==> src/design/brb_pkg.sv <==
// Shared constants and control/status types for the circular byte FIFO.
package brb_pkg;

  // Default geometry
  localparam int BRB_DEPTH     = 1024;
  localparam int BRB_MAX_BURST = 64;

  // Field widths
  localparam int MODE_W = 3;
  localparam int LEN_W  = 11;
  localparam int DATA_W = 8;

  // Command codes carried in the mode field
  localparam logic [MODE_W-1:0] MODE_WR_HDR  = 3'd0;
  localparam logic [MODE_W-1:0] MODE_WR_DATA = 3'd1;
  localparam logic [MODE_W-1:0] MODE_READ    = 3'd2;
  localparam logic [MODE_W-1:0] MODE_PEEK    = 3'd3;
  localparam logic [MODE_W-1:0] MODE_CLEAR   = 3'd4;

  // Result kind codes
  localparam logic KIND_STATUS = 1'b0;
  localparam logic KIND_BYTE   = 1'b1;

  // Commands from the controller to the datapath
  typedef struct packed {
    logic accept;       // take the input request and update the ring state
    logic load_status;  // load the single status result into the output register
    logic issue;        // read the next burst byte from storage
    logic load_byte;    // move the fetched byte into the output register
  } brb_cmd_t;

  // Status from the datapath to the controller
  typedef struct packed {
    logic burst;        // the pending request produces data byte results
    logic issue_more;   // burst bytes still to fetch
    logic deliv_last;   // next byte delivered ends the burst
  } brb_stat_t;

endpackage

==> src/design/brb_ctrl.sv <==
// Controller state machine: request acceptance, burst fetch and output valid.
module brb_ctrl
  import brb_pkg::*;
(
  input  logic      clk,
  input  logic      rst_n,
  input  logic      in_tvalid,
  output logic      in_tready,
  output logic      out_tvalid,
  input  logic      out_tready,
  input  brb_stat_t stat,
  output brb_cmd_t  cmd
);

  localparam logic S_IDLE  = 1'b0;
  localparam logic S_BURST = 1'b1;

  logic state_r, state_nxt;
  logic out_valid_r, out_valid_nxt;
  logic q_valid_r, q_valid_nxt;
  logic out_free;
  logic accept;

  // Output slot can take a new result this cycle
  assign out_free = !out_valid_r || out_tready;
  assign in_tready = (state_r == S_IDLE) && out_free;
  assign accept    = in_tvalid && in_tready;
  assign out_tvalid = out_valid_r;

  // Command decode and next state
  always_comb begin
    cmd           = '0;
    state_nxt     = state_r;
    cmd.accept    = accept;
    case (state_r)
      S_IDLE: begin
        if (accept) begin
          if (stat.burst) begin
            state_nxt = S_BURST;
          end else begin
            cmd.load_status = 1'b1;
          end
        end
      end
      S_BURST: begin
        cmd.load_byte = q_valid_r && out_free;
        cmd.issue     = stat.issue_more && (!q_valid_r || cmd.load_byte);
        if (cmd.load_byte && stat.deliv_last) begin
          state_nxt = S_IDLE;
        end
      end
      default: begin
        state_nxt = S_IDLE;
      end
    endcase
    q_valid_nxt   = cmd.issue || (q_valid_r && !cmd.load_byte);
    out_valid_nxt = cmd.load_status || cmd.load_byte || (out_valid_r && !out_tready);
  end

  // Control registers
  always_ff @(posedge clk) begin
    if (!rst_n) begin
      state_r     <= S_IDLE;
      out_valid_r <= 1'b0;
      q_valid_r   <= 1'b0;
    end else begin
      state_r     <= state_nxt;
      out_valid_r <= out_valid_nxt;
      q_valid_r   <= q_valid_nxt;
    end
  end

endmodule

==> config.mk <==
export PLATFORM = sky130hd
export DESIGN_NAME = brb_ctrl
export DESIGN_NICKNAME = d
export VERILOG_FILES = /design/src/design/brb_pkg.sv /design/src/design/brb_ctrl.sv
export SDC_FILE = /design/constraint.sdc
export NUM_CORES = 1
export LEC_CHECK = 0
export ABC_CLOCK_PERIOD_IN_PS = 1840
export BUFFER_PORTS_ARGS = -buffer_cell sky130_fd_sc_hd__buf_2
export CELL_PAD_IN_SITES_DETAIL_PLACEMENT = 0
export CELL_PAD_IN_SITES_GLOBAL_PLACEMENT = 2
export CORE_AREA = 2 2 39 41
export CTS_CLUSTER_SIZE = 12
export DETAILED_ROUTE_END_ITERATION = 8
export DIE_AREA = 0 0 41 43
export PLACE_DENSITY_LB_ADDON = 0.3
export SYNTH_ARGS = -nofsm -noshare
export SYNTH_HDL_FRONTEND = slang
export SYNTH_SLANG_ARGS = --single-unit
==> constraint.sdc <==
create_clock -name clk -period 1.84 [get_ports clk]
set_input_delay 0.092 -clock clk [delete_from_list [all_inputs] [get_ports clk]]
set_output_delay 0.092 -clock clk [all_outputs]
set_load 0.02 [all_outputs]
# Word-level counts from Yosys, hierarchy flattened
# Index checks and enable logic that the tools add are counted.
[word_totals]
out_inout_bits = 6
in_bits = 7
ff_bits = 3
word_cells = 28
[classes]
n_reduce_logical = 16
muxes = 8
bitwise_logic = 1
[op_table]
columns = ["cell", "count"]
rows = [
  ["$logic_and A1 B1 Y1", 7],
  ["$mux W1", 6],
  ["$logic_or A1 B1 Y1", 5],
  ["$logic_not A1 Y1", 4],
  ["$mux W2", 1],
  ["$pmux W1 S2", 1],
  ["$not A1 Y1", 1],
]

# Longest topological paths before layout
[depth]
depth_word = 9
mapped_depth = 4
depth_no_buf = 3

# Worst setup path after synthesis
# Ideal clock, no wire load.
[synth_timing]
path_type = "reg-to-output"
startpoint = "register out_valid_r (netlist: out_tvalid)"
endpoint = "output port cmd[3] in the netlist's numbering"
arrival_time_ps = 1064
path_stages_with_launch = 5
path_slack_ps = 684
t_required_ps = 1748
path_buffers = 1
path_cell_list = "dfxtp_1 > nor2b_4 > nor2_2 > and2_1 > buf_4"
[synth_between]
elab_chain_len = 4
[synth_lines]
columns = ["item", "line", "source"]
rows = [
  ["from (decl)", "brb_ctrl.sv:19", "logic out_valid_r, out_valid_nxt;"],
  ["from (signal assigned)", "brb_ctrl.sv:68", "out_valid_r <= out_valid_nxt;"],
  ["$logic_not A1 Y1", "brb_ctrl.sv:25", "assign out_free = !out_valid_r || out_tready;"],
  ["$logic_or A1 B1 Y1", "brb_ctrl.sv:25", ""],
  ["$logic_and A1 B1 Y1", "brb_ctrl.sv:26", "assign in_tready = (state_r == S_IDLE) && out_free;"],
  ["named net in_tready", "brb_ctrl.sv:8", "output logic in_tready,"],
  ["$logic_and A1 B1 Y1", "brb_ctrl.sv:27", "assign accept = in_tvalid && in_tready;"],
  ["to (decl)", "brb_ctrl.sv:12", "output brb_cmd_t cmd"],
]
# The timed path passes the listed nets, and every way through them passes these cells.

==> results.toml <==
[status]
status = "finished clean"

[layout]
nets = 46
postLayoutCoreUtil_pct = 19.9
areaGrowthSynthToFinish_pct = 56.0
drive_gt1_share_pct = 47.4
diodes = 0
final_cell_area_um2 = 275

[synthesis]
synth_top_family_by_area = "simple AND/OR/NAND/NOR gates"
synth-simple-area-share_pct = 33.3
syn_inst = 23
synth_largest_type_area_fraction_pct = 34.0
avgSynthCellArea_um2 = 7.67
ys_ff_latch = 3
ys_seq_area_share_pct = 34.0
synth_cell_type_count = 17
synth-compound-area-share_pct = 24.1
synth_common_cells = "3 x dfxtp_1, 3 x nand2_1, 2 x a21boi_1, 2 x a21oi_1"
synth_area_um2 = 176
synth-async-reset-ratio_pct = 0
synth_edf_count = 0
synth-main-ff-cell = "dfxtp_1"
synthAdderAreaFrac_pct = 0
synth.mux.area_fraction_pct = 0
yosysTopAreaCell = "dfxtp_1"
synth_nets = 30
synth_area_leaders = "dfxtp_1 34%, a21boi_1 8.5%, nor2b_4 7.8%, nand2_1 6.4%, a21oi_1 5.7%"
yosys_warnings = 0
synth-xor-area-share_pct = 0

[global_routing]
grt_pass1_vias = 185
grt_max_degree = 8
grt-ovfl-total = 0
grt_pass1_wl_um = 821
grtUsageTotal_pct = 7.01
antenna_found_initial = 0

[routing]
num_vias = 213
wl_per_cell_um = 8.28
route.detailed.drc = 0
first_pass_iters = 4
drt_first_iter_violations = 4
viasPerCell = 3.94
ant_nets = 0
drt_wl_total_um = 447

[setup_path]
arrival_ps = 1150
critPathKind = "reg2out"
timing.rr.end = "q_valid_r$_SDFF_PN0_"
crit_fanout = 7
start_kind = "flip-flop"
crit_chain = "nor2b_4 > nor2_2 > and3_1 > buf_2"
r2r_slack_ps = 1010
worstSetupEndpointType = "primary output"
cp_slowest_cell = "dfxtp_1"
rr_worst_depth = 3
worstPathRequired_ps = 1750
worstReg2RegStart = "state_r$_SDFF_PN0_"
max_stage_delay_ps = 310

[sta]
setup_ws_ps = 594
tns_ps = 0
hold_ws_ps = 133
worst_pin_slew_ps = 239
setup_viol = 0
slew_headroom_pct = 84.0
max_freq_mhz = 803
skew_ps = 0.0246
min_period_over_period_pct = 67.7
hold_violations = 0
rsz0062_at_grt = "no"
slew_violations = 0
fin_crit_ps = 1250

[clock_network]
clock_latency_ps = 230
numCtsBuffers = 3
post_cts_buffers = 0
htreeDepth = 1
cts-root-buf = "clkbuf_4"
post_cts_resized = 0
hold_buffers = 0
clk_pin_slew_ps = 40
clock_sinks = 3
cts_tree = "built"
cts_buffer_depth = 2

[die]
start_util_pct = 12.7
die_x_um = 41
io_pins = 13
rows = 14
die_height_um = 43
coreArea_um2 = 1380
dieArea_um2 = 1760

[place]
placed_area_um2 = 249
dpl.hpwl_um = 374
place.gp.congestion = 0.743
portBuffers = 12
post-place-ws_ps = 826

[power_and_ir_drop]
switchingPower_uw = 67.3
power.leakage_uw = 0.000132
pwr-share-comb_pct = 20.0
intPower_uw = 172
power_density_nw_per_um2 = 868
clockPowerShare_pct = 48.2
seq_power_share_pct = 31.9
irDropWorstVdd_mv = 0.136
switching_share_pct = 28.2

[worst_hold_path]
min_from = "stat[1]"
hold_end = "q_valid_r$_SDFF_PN0_"
hold_depth = 3
worstHoldPathType = "in2reg"

[flow_run]
max-cap-violations = 0
[power by group through the flow]
stage                     registers, µW  clock network (µW)  logic (µW)
after detailed placement           76.9                   0        48.4
after global placement             77.2                   0        48.8
after floorplan                    77.6                   0        30.1
after global routing               77.1                 130        52.7
final                              76.1                 115        47.7
after CTS                          76.0                 122        48.4
[stage by stage]
step	cells	power, µW
floorplan	23	108
global placement	50	126
detailed placement	50	125
CTS	54	247
global route	54	260
finish	54	239
[worst max path at each step]
stage / from / end / slack [ps]
2_1_floorplan: out_tvalid$_SDFF_PN0_ / cmd[3] / 680
3_3_place_gp: out_tvalid$_SDFF_PN0_ / cmd[2] / 840
3_5_place_dp: out_tvalid$_SDFF_PN0_ / cmd[2] / 830
4_1_cts: out_tvalid$_SDFF_PN0_ / cmd[2] / 570
5_1_grt: out_tvalid$_SDFF_PN0_ / cmd[2] / 490
6_report: out_tvalid$_SDFF_PN0_ / cmd[2] / 590
[critical path, delay by kind of cell (launching register included)]
family                 cells  cell delay [ps]
DFF                        1              310
buffers and inverters      1              150
and+or+nand+nor            3              450
[layout make-up]
| cell class | instances | area (µm²) |
|---|---|---|
| multi-input combinational | 17 | 101 |
| inverter | 2 | 7.51 |
| clock buffer | 4 | 26.3 |
| tap | 16 | 20.0 |
| fill | 160 | 1110 |
| timing repair buffer | 12 | 60.1 |
| sequential | 3 | 60.1 |
[sequential cells by signal, summed over array words and instances (netlist names)]
| name | cells |
|---|---|
| out_tvalid | 1 |
| q_valid_r | 1 |
| state_r | 1 |
[per-layer routing]
layer / GRT usage (%) / vias to the layer above / wire length [µm]
li1: - / 108 / -
met1: 7.96 / 96 / 176
met2: 9.38 / 9 / 232
met3: 4.71 / 0 / 38
met4: 4.00 / 0 / 0
met5: 0 / - / 0
[cell families after synthesis]
logic type,count (synthesis)
flip-flops,3
buffers and inverters,3
AND/OR/NAND/NOR,10
AO/OA/AOI/OAI,7
[cells in the final DEF (no fill, tap or decap)]
| master | instances |
|---|---|
| buf_2 | 12 |
| clkbuf_1 | 1 |
| nand4_1 | 1 |
| a21boi_1 | 2 |
| a21oi_1 | 2 |
| inv_2 | 1 |
| nand2_1 | 3 |
| dfxtp_1 | 3 |
| nand3_1 | 1 |
| and2_1 | 1 |
| nor2_2 | 1 |
| inv_1 | 1 |
| and3_1 | 1 |
| nor2_1 | 1 |
| o21ai_0 | 1 |
| o211ai_1 | 1 |
| o21ai_1 | 1 |
| clkbuf_4 | 3 |
| nor2b_4 | 1 |
(Power assumes the default switching activity.)
